File: src/ccs_pkg.sv
// Shared types and constants for the C comment stripper.
// Used by every module of the block; depends on nothing.
`timescale 1ns / 1ps

package ccs_pkg;

   localparam logic [7:0] CHAR_SLASH = 8'h2F;
   localparam logic [7:0] CHAR_STAR  = 8'h2A;

   // Scanner mode. Codes 5 to 7 never arise and are treated as normal text.
   typedef enum logic [2:0] {
      MODE_NORMAL = 3'd0,
      MODE_SLASH  = 3'd1,
      MODE_LINE   = 3'd2,
      MODE_BLOCK  = 3'd3,
      MODE_STAR   = 3'd4
   } scan_mode_type;

   // One result transaction without its last flag.
   typedef struct packed {
      logic [7:0] out_char;
      logic       line_done;
   } result_type;

   // All results caused by one input transaction: one, or two when pair is set.
   typedef struct packed {
      logic       pair;
      result_type first;
      result_type second;
   } job_type;

endpackage

File: src/ccs_stream_if.sv
// Valid/ready channel interfaces for the request and response sides.
// Depends on nothing.
`timescale 1ns / 1ps

interface ccs_req_if;
   logic       valid;
   logic       ready;
   logic [7:0] char_code;
   logic       end_of_line;

   modport source (output valid, char_code, end_of_line, input ready);
   modport sink   (input valid, char_code, end_of_line, output ready);
endinterface

interface ccs_rsp_if;
   logic       valid;
   logic       ready;
   logic [7:0] out_char;
   logic       line_done;
   logic       last;

   modport source (output valid, out_char, line_done, last, input ready);
   modport sink   (input valid, out_char, line_done, last, output ready);
endinterface

File: src/ccs_front.sv
// Front end: scans each accepted character; each that gives output becomes a job.
// Depends on ccs_pkg.
`timescale 1ns / 1ps

module ccs_front (
   input  logic              clock,
   input  logic              reset,
   input  logic              in_valid,
   input  logic [7:0]        in_char,
   input  logic              in_eol,
   output logic              in_ready,
   output logic              job_valid,
   input  logic              job_ready,
   output ccs_pkg::job_type  job
);

   ccs_pkg::scan_mode_type mode_ff, mode_in;
   logic                   text_ff, text_in;
   logic                   accept;
   logic                   emit;

   assign in_ready  = job_ready;
   assign accept    = in_valid && job_ready;
   assign job_valid = accept && emit;

   always_ff @(posedge clock) begin
      if (reset) begin
         mode_ff <= ccs_pkg::MODE_NORMAL;
         text_ff <= 1'b0;
      end else if (accept) begin
         mode_ff <= mode_in;
         text_ff <= text_in;
      end
   end

   // Next mode.
   always_comb begin
      mode_in = ccs_pkg::MODE_NORMAL;
      if (in_eol) begin
         unique case (mode_ff) inside
            ccs_pkg::MODE_BLOCK,
            ccs_pkg::MODE_STAR:  mode_in = ccs_pkg::MODE_BLOCK;
            default:             mode_in = ccs_pkg::MODE_NORMAL;
         endcase
      end else begin
         unique case (mode_ff)
            ccs_pkg::MODE_SLASH: begin
               if (in_char == ccs_pkg::CHAR_SLASH)     mode_in = ccs_pkg::MODE_LINE;
               else if (in_char == ccs_pkg::CHAR_STAR) mode_in = ccs_pkg::MODE_BLOCK;
               else                                    mode_in = ccs_pkg::MODE_NORMAL;
            end
            ccs_pkg::MODE_LINE:  mode_in = ccs_pkg::MODE_LINE;
            ccs_pkg::MODE_BLOCK: begin
               mode_in = (in_char == ccs_pkg::CHAR_STAR) ? ccs_pkg::MODE_STAR
                                                         : ccs_pkg::MODE_BLOCK;
            end
            ccs_pkg::MODE_STAR: begin
               if (in_char == ccs_pkg::CHAR_SLASH)     mode_in = ccs_pkg::MODE_NORMAL;
               else if (in_char == ccs_pkg::CHAR_STAR) mode_in = ccs_pkg::MODE_STAR;
               else                                    mode_in = ccs_pkg::MODE_BLOCK;
            end
            default: begin
               mode_in = (in_char == ccs_pkg::CHAR_SLASH) ? ccs_pkg::MODE_SLASH
                                                          : ccs_pkg::MODE_NORMAL;
            end
         endcase
      end
   end

   // Job contents and line-has-text update.
   always_comb begin
      emit                = 1'b0;
      text_in             = text_ff;
      job.pair            = 1'b0;
      job.first.out_char  = 8'd0;
      job.first.line_done = 1'b0;
      job.second          = '0;
      if (in_eol) begin
         unique case (mode_ff) inside
            ccs_pkg::MODE_SLASH: begin
               emit                 = 1'b1;
               job.pair             = 1'b1;
               job.first.out_char   = ccs_pkg::CHAR_SLASH;
               job.second.line_done = 1'b1;
               text_in              = 1'b0;
            end
            ccs_pkg::MODE_BLOCK,
            ccs_pkg::MODE_STAR: begin
               emit = 1'b0;
            end
            default: begin
               emit                = text_ff;
               job.first.line_done = 1'b1;
               text_in             = 1'b0;
            end
         endcase
      end else begin
         unique case (mode_ff) inside
            ccs_pkg::MODE_SLASH: begin
               if (in_char != ccs_pkg::CHAR_SLASH && in_char != ccs_pkg::CHAR_STAR) begin
                  emit                = 1'b1;
                  job.pair            = 1'b1;
                  job.first.out_char  = ccs_pkg::CHAR_SLASH;
                  job.second.out_char = in_char;
                  text_in             = 1'b1;
               end
            end
            ccs_pkg::MODE_LINE,
            ccs_pkg::MODE_BLOCK,
            ccs_pkg::MODE_STAR: begin
               emit = 1'b0;
            end
            default: begin
               if (in_char != ccs_pkg::CHAR_SLASH) begin
                  emit               = 1'b1;
                  job.first.out_char = in_char;
                  text_in            = 1'b1;
               end
            end
         endcase
      end
   end

endmodule

File: src/ccs_job_queue.sv
// Two-entry queue of jobs between the scanner and the output sequencer.
// Depends on ccs_pkg.
`timescale 1ns / 1ps

module ccs_job_queue (
   input  logic              clock,
   input  logic              reset,
   input  logic              push_valid,
   output logic              push_ready,
   input  ccs_pkg::job_type  push_job,
   output logic              pop_valid,
   input  logic              pop_ready,
   output ccs_pkg::job_type  pop_job
);

   ccs_pkg::job_type entry_ff [2];
   logic             wr_ptr_ff, wr_ptr_in;
   logic             rd_ptr_ff, rd_ptr_in;
   logic [1:0]       count_ff, count_in;
   logic             push, pop;

   assign push_ready = (count_ff != 2'd2);
   assign pop_valid  = (count_ff != 2'd0);
   assign pop_job    = entry_ff[rd_ptr_ff];
   assign push       = push_valid && push_ready;
   assign pop        = pop_valid && pop_ready;

   always_comb begin
      wr_ptr_in = push ? ~wr_ptr_ff : wr_ptr_ff;
      rd_ptr_in = pop  ? ~rd_ptr_ff : rd_ptr_ff;
      count_in  = count_ff + {1'b0, push} - {1'b0, pop};
   end

   always_ff @(posedge clock) begin
      if (reset) begin
         wr_ptr_ff <= 1'b0;
         rd_ptr_ff <= 1'b0;
         count_ff  <= 2'd0;
      end else begin
         wr_ptr_ff <= wr_ptr_in;
         rd_ptr_ff <= rd_ptr_in;
         count_ff  <= count_in;
      end
   end

   always_ff @(posedge clock) begin
      if (push) begin
         entry_ff[wr_ptr_ff] <= push_job;
      end
   end

endmodule

File: src/ccs_back.sv
// Back end: plays each job out as one or two response transactions.
// Depends on ccs_pkg.
`timescale 1ns / 1ps

module ccs_back (
   input  logic              clock,
   input  logic              reset,
   input  logic              job_valid,
   output logic              job_pop,
   input  ccs_pkg::job_type  job,
   output logic              out_valid,
   input  logic              out_ready,
   output logic [7:0]        out_char,
   output logic              out_line_done,
   output logic              out_last
);

   logic                 valid_ff;
   logic                 phase_ff, phase_in;
   ccs_pkg::result_type  result_ff, result_in;
   logic                 last_ff, last_in;
   logic                 load;

   assign load = job_valid && (!valid_ff || out_ready);

   always_comb begin
      result_in = phase_ff ? job.second : job.first;
      last_in   = !job.pair || phase_ff;
      job_pop   = load && last_in;
      phase_in  = phase_ff;
      if (load) begin
         phase_in = !last_in;
      end
   end

   always_ff @(posedge clock) begin
      if (reset) begin
         valid_ff <= 1'b0;
         phase_ff <= 1'b0;
      end else begin
         phase_ff <= phase_in;
         if (load) begin
            valid_ff <= 1'b1;
         end else if (out_ready) begin
            valid_ff <= 1'b0;
         end
      end
   end

   always_ff @(posedge clock) begin
      if (load) begin
         result_ff <= result_in;
         last_ff   <= last_in;
      end
   end

   assign out_valid     = valid_ff;
   assign out_char      = result_ff.out_char;
   assign out_line_done = result_ff.line_done;
   assign out_last      = last_ff;

endmodule

File: src/c_comment_stripper.sv
// C comment stripper, top level.
// Depends on ccs_pkg, ccs_stream_if, ccs_front, ccs_job_queue and ccs_back.
//
// Usage:
// The request channel carries one source character per transaction, or an
// end-of-line marker when end_of_line is high (char_code is then ignored).
// The response channel carries the kept characters and a line_done marker
// for every output line that is not empty. The last flag is set on the
// final response caused by a request; requests that cause nothing (comment
// text, a slash that may open a comment, an empty line) give no response.
// An accepted request passes through the job queue and the output register
// before its first response appears. One request per cycle is sustained
// while each causes at most one response; a pending slash that is released
// gives two responses, which the single output port sends one at a time.
// The two-entry job queue between scanner and output register absorbs such
// bursts, so the request side stalls only when the queue fills.
// Synchronous reset returns the scanner to normal text with an empty line
// and empties the queue and the output register. When the receiver holds
// rsp ready low, the response stays stable and the queue fills, after which
// req ready drops until the receiver takes transactions again.
`timescale 1ns / 1ps

module c_comment_stripper (
   input  logic           clock,
   input  logic           reset,
   ccs_req_if.sink        req_stream,
   ccs_rsp_if.source      rsp_stream
);

   logic             front_valid;
   logic             front_ready;
   ccs_pkg::job_type front_job;
   logic             queue_valid;
   logic             queue_pop;
   ccs_pkg::job_type queue_job;

   // The scanner decides every transaction in the cycle it is accepted and
   // only forwards requests that produce output.
   ccs_front u_front (
      .clock     (clock),
      .reset     (reset),
      .in_valid  (req_stream.valid),
      .in_char   (req_stream.char_code),
      .in_eol    (req_stream.end_of_line),
      .in_ready  (req_stream.ready),
      .job_valid (front_valid),
      .job_ready (front_ready),
      .job       (front_job)
   );

   ccs_job_queue u_queue (
      .clock      (clock),
      .reset      (reset),
      .push_valid (front_valid),
      .push_ready (front_ready),
      .push_job   (front_job),
      .pop_valid  (queue_valid),
      .pop_ready  (queue_pop),
      .pop_job    (queue_job)
   );

   // The output sequencer splits a two-result job over two transactions.
   ccs_back u_back (
      .clock         (clock),
      .reset         (reset),
      .job_valid     (queue_valid),
      .job_pop       (queue_pop),
      .job           (queue_job),
      .out_valid     (rsp_stream.valid),
      .out_ready     (rsp_stream.ready),
      .out_char      (rsp_stream.out_char),
      .out_line_done (rsp_stream.line_done),
      .out_last      (rsp_stream.last)
   );

endmodule
File: src/flat_wrapper.sv
// flat-port wrapper written by rule: the top's interface ports become plain ports
module c_comment_stripper_flat 
  (clock, reset, req_stream_valid, req_stream_char_code, req_stream_end_of_line, req_stream_ready, rsp_stream_valid, rsp_stream_out_char, rsp_stream_line_done, rsp_stream_last, rsp_stream_ready);
  ccs_req_if req_stream_i ();
  ccs_rsp_if rsp_stream_i ();
  input  logic clock;
  input  logic reset;
  input wire logic [$bits(req_stream_i.valid)-1:0] req_stream_valid;
  input wire logic [$bits(req_stream_i.char_code)-1:0] req_stream_char_code;
  input wire logic [$bits(req_stream_i.end_of_line)-1:0] req_stream_end_of_line;
  output wire logic [$bits(req_stream_i.ready)-1:0] req_stream_ready;
  output wire logic [$bits(rsp_stream_i.valid)-1:0] rsp_stream_valid;
  output wire logic [$bits(rsp_stream_i.out_char)-1:0] rsp_stream_out_char;
  output wire logic [$bits(rsp_stream_i.line_done)-1:0] rsp_stream_line_done;
  output wire logic [$bits(rsp_stream_i.last)-1:0] rsp_stream_last;
  input wire logic [$bits(rsp_stream_i.ready)-1:0] rsp_stream_ready;
  assign req_stream_i.valid = req_stream_valid;
  assign req_stream_i.char_code = req_stream_char_code;
  assign req_stream_i.end_of_line = req_stream_end_of_line;
  assign req_stream_ready = req_stream_i.ready;
  assign rsp_stream_valid = rsp_stream_i.valid;
  assign rsp_stream_out_char = rsp_stream_i.out_char;
  assign rsp_stream_line_done = rsp_stream_i.line_done;
  assign rsp_stream_last = rsp_stream_i.last;
  assign rsp_stream_i.ready = rsp_stream_ready;
  c_comment_stripper u_core (.clock(clock), .reset(reset), .req_stream(req_stream_i), .rsp_stream(rsp_stream_i));
endmodule
File: config.mk
export PLATFORM = sky130hd
export DESIGN_NAME = c_comment_stripper_flat
export DESIGN_NICKNAME = d
export VERILOG_FILES = /design/src/ccs_pkg.sv /design/src/ccs_stream_if.sv /design/src/ccs_front.sv /design/src/ccs_job_queue.sv /design/src/ccs_back.sv /design/src/c_comment_stripper.sv /design/src/flat_wrapper.sv
export SDC_FILE = /design/constraint.sdc
export NUM_CORES = 1
export LEC_CHECK = 0
export BUFFER_PORTS_ARGS = -buffer_cell sky130_fd_sc_hd__buf_2
export CAP_MARGIN = 10
export CELL_PAD_IN_SITES_DETAIL_PLACEMENT = 2
export CELL_PAD_IN_SITES_GLOBAL_PLACEMENT = 2
export CORE_MARGIN = 2
export CORE_UTILIZATION = 44
export CTS_CLUSTER_DIAMETER = 80
export DETAILED_ROUTE_END_ITERATION = 12
export HOLD_SLACK_MARGIN = 0.08
export MAX_ROUTING_LAYER = met4
export PLACE_DENSITY = 0.91
export SLEW_MARGIN = 5
export SYNTH_ARGS = -nofsm -noshare
export SYNTH_HDL_FRONTEND = slang
export SYNTH_SLANG_ARGS = --single-unit
File: constraint.sdc
create_clock -name clock -period 4.36 [get_ports clock]
set_input_delay 0.872 -clock clock [delete_from_list [all_inputs] [get_ports clock]]
set_output_delay 0.872 -clock clock [all_outputs]
set_load 0.02 [all_outputs]
==> results.md <==
- Outcome: finished, final reports clean
- Drt via density: 5.839
- Slowest stage delay, CP: 570 ps
- # DRC: 0
- Die height: 80.26 µm
- # rows: 27
- Synthesis-stage register bit count: 59
- CTS Buffer Depth: 2
- Layout fillers: 529
- Final Routed Wirelength: 7.372 mm
- Library cells used by synthesis: 38
- Critical Path RT: 4580 ps
- Area leader, netlist: edfxtp_1
- RSZ-0062 raised after global routing: no
- Crit end category: register
- Placed Area: 2746 µm²
- Worst Skew: 7.431 ps
- Register area: 1662 µm²
- Wirelength per Cell: 25.87 µm
- Synth area leaders: edfxtp_1 56%, dfxtp_1 8.6%, mux4_2 7.9%, and2_1 2.9%, nor2_1 2.5%
- Fin crit period: 2915 ps
- Synth top area share: 56.33%
- Vias in the first global route: 1828
- Fin area: 2940 µm²
- Hold Fails Final Rpt: 0
- DRT antenna net count: 0
- Placed cell count: 269
- Starting Density: 45.90%
- Critical path cell sequence: buf_2 > or4b_4 > o31a_2 > o21ai_4 > ha_1 > inv_1 > ha_1 > xor2_1 > xnor2_1 > nor2_1
- Final worst setup slack: 1445 ps
- Crit start category: input port
- Post-Syn Nets: 195
- Commonest cells after routing, fill and taps aside: 48 x edfxtp_1, 24 x buf_2, 17 x nor2_1, 12 x and2_1, 11 x dfxtp_1
- Die ar.: 6441 µm²
- Area Growth Syn to Fin: 14.91%
- Clk_lat worst skew: 330 ps
- Setup violations, final: 0
- HPWL Detailed: 4.953 mm
- CTS tree: yes
- Final #Nets: 223
- Via count: 1664
- Sequential share of the synthesized area: 64.94%
- Max cap viols: 0
- PostCTS Resize Cnt: 0
- Post-CTS Setup Bufs: 0
- Most common cell on crit path: ha_1
- Hold/Removal Path Class: reg2reg
- Gate Count Post-Synth: 180
- Fin. max-slew vios: 0
- Number of DRC markers in iteration 0: 138
- Initial antenna violation count: 0
- Clk root buf: clkbuf_8
- First-pass iteration count of the detailed router: 4
- First-pass GRT wire length: 11.52 mm
- FMAX: 0.3430 GHz
- Post-route setup TNS: 0 ps
- Synthesized area: 2559 µm²
- Multi-input gate area: 840.8 µm²
- Fin crit share: 66.86%
- Pwr per Cell Area: 594.4 nW/µm²
- Largest net degree at the start of global routing: 20
- Leakage power: 1.087 nW
- CTS H-tree lvls: 3
- Die Span X: 80.26 µm
- I/O Pins: 25
- Layout cells sized above 1: 26.76%
- Clk pin slew, worst setup/hold paths: 70 ps
- GRT Overall Usage: 26.76%
- Syn_area_per_cell: 14.22 µm²
- Worst slew pin tran: 1165 ps
- Gpl congestion: 0.8873
- Synthesis warning total: 0
- CP Class: in2reg
- Power Total: 1.748 mW
- Post-layout util: 52.75%
- Grt total ovfl: 0
- Clk sinks: 59
- CORE AREA: 5574 µm²
- Layout Cells excl Fill: 285
- N_diodes: 0
- Critical path fanouts, max: 4
- Worst vdd ir: 237.6 µV
- Final Hold Slack: 532.8 ps
- Commonest non-fill, non-tap cell in the layout: edfxtp_1
- Port bufs: 24
- Critical Path AT: 3130 ps
- Slowest cell on the critical path: or4b_4
- Worst relative slew slack: 21.63%
- Pre-CTS setup slack: 1148 ps
- Hold_buf cts: 0
- CTS Buf Count: 9
cells in the mapped netlist:
cell type,number
edfxtp_1,48
nor2_1,17
and2_1,12
dfxtp_1,11
nand2_1,10
mux4_2,9
a21o_1,6
clkbuf_1,6
inv_1,5
nand2b_1,5
nor3_1,5
a21oi_1,3
a221oi_1,3
buf_2,3
nor2b_1,3
xnor2_1,3
a211o_1,2
a31oi_1,2
and2_2,2
ha_1,2
mux2i_1,2
nand3_1,2
o21ai_0,2
o21bai_1,2
xor2_1,2
a211oi_1,1
a21boi_1,1
a41o_1,1
mux2_1,1
mux2_4,1
nor2_2,1
nor4_1,1
o2111a_1,1
o21a_1,1
o21ai_4,1
o31a_2,1
o32ai_1,1
or4b_4,1
routing by layer:
layer  track usage, %  routed length (µm)  vias up
li1                 -                   -      733
met1            31.71                3076      871
met3            5.056                 217       19
met2            44.67                3867       41
met4            11.86                 210        0
met5                -                   0        -
final timing paths:
| check | start | depth (start not counted) | slack (ps) | to |
|---|---|---|---|---|
| max | req_stream_char_code[4] | 10 | 1440 | u_core.u_queue.count_ff[1] |
| min | u_core.u_back.out_valid | 2 | 530 | u_core.u_back.out_valid |
| max reg2reg | register | 9 | 1790 | u_core.u_queue.count_ff[1] |
| min reg2reg | u_core.u_back.out_valid | 2 | 530 | u_core.u_back.out_valid |
logic make-up (layout without fill, tap and decap cells):
group	after synthesis	count (layout)	synth area share, %
compound gates	28	28	8.607
simple gates	59	59	11.83
xor+xnor	5	5	1.712
mux	13	13	9.731
fa+ha+maj	2	2	0.9778
flops	59	59	64.94
buf+inv	14	47	2.200
report_power, final:
part           total [mW]  internal (mW)  switching (mW)
Combinational       0.429          0.176           0.253
Clock               0.500          0.277           0.223
Sequential          0.819          0.736          0.0833
Total                1.75           1.19           0.560
worst max-delay path: cells and delay by family:
family | cells | cell delay (ps)
compound gates | 2 | 630
xor+xnor | 2 | 360
fa+ha+maj | 2 | 420
buf+inv | 2 | 200
simple gates | 2 | 640
registers in the layout (all words and copies together) (netlist names), named ones only:
signal and cells:
u_core.u_front.mode_ff 3, u_core.u_queue.wr_ptr_ff 1, u_core.u_front.text_ff 1, u_core.u_queue.rd_ptr_ff 1, u_core.u_back.out_line_done 1, u_core.u_queue.count_ff 2, u_core.u_queue.entry_ff 38, u_core.u_back.out_char 8
u_core.u_back.phase_ff 1, u_core.u_back.out_valid 1, u_core.u_back.out_last 1
final cells by class:
cell class	count	share of cell area, %
flip-flops and latches	59	56.51
well taps	72	3.064
clock inverters	5	1.787
multi-input cells	107	28.60
inverters	5	0.6383
clock buffers	11	4.809
repair buffers	26	4.596
No activity file was read; power rests on OpenSTA's default activity.
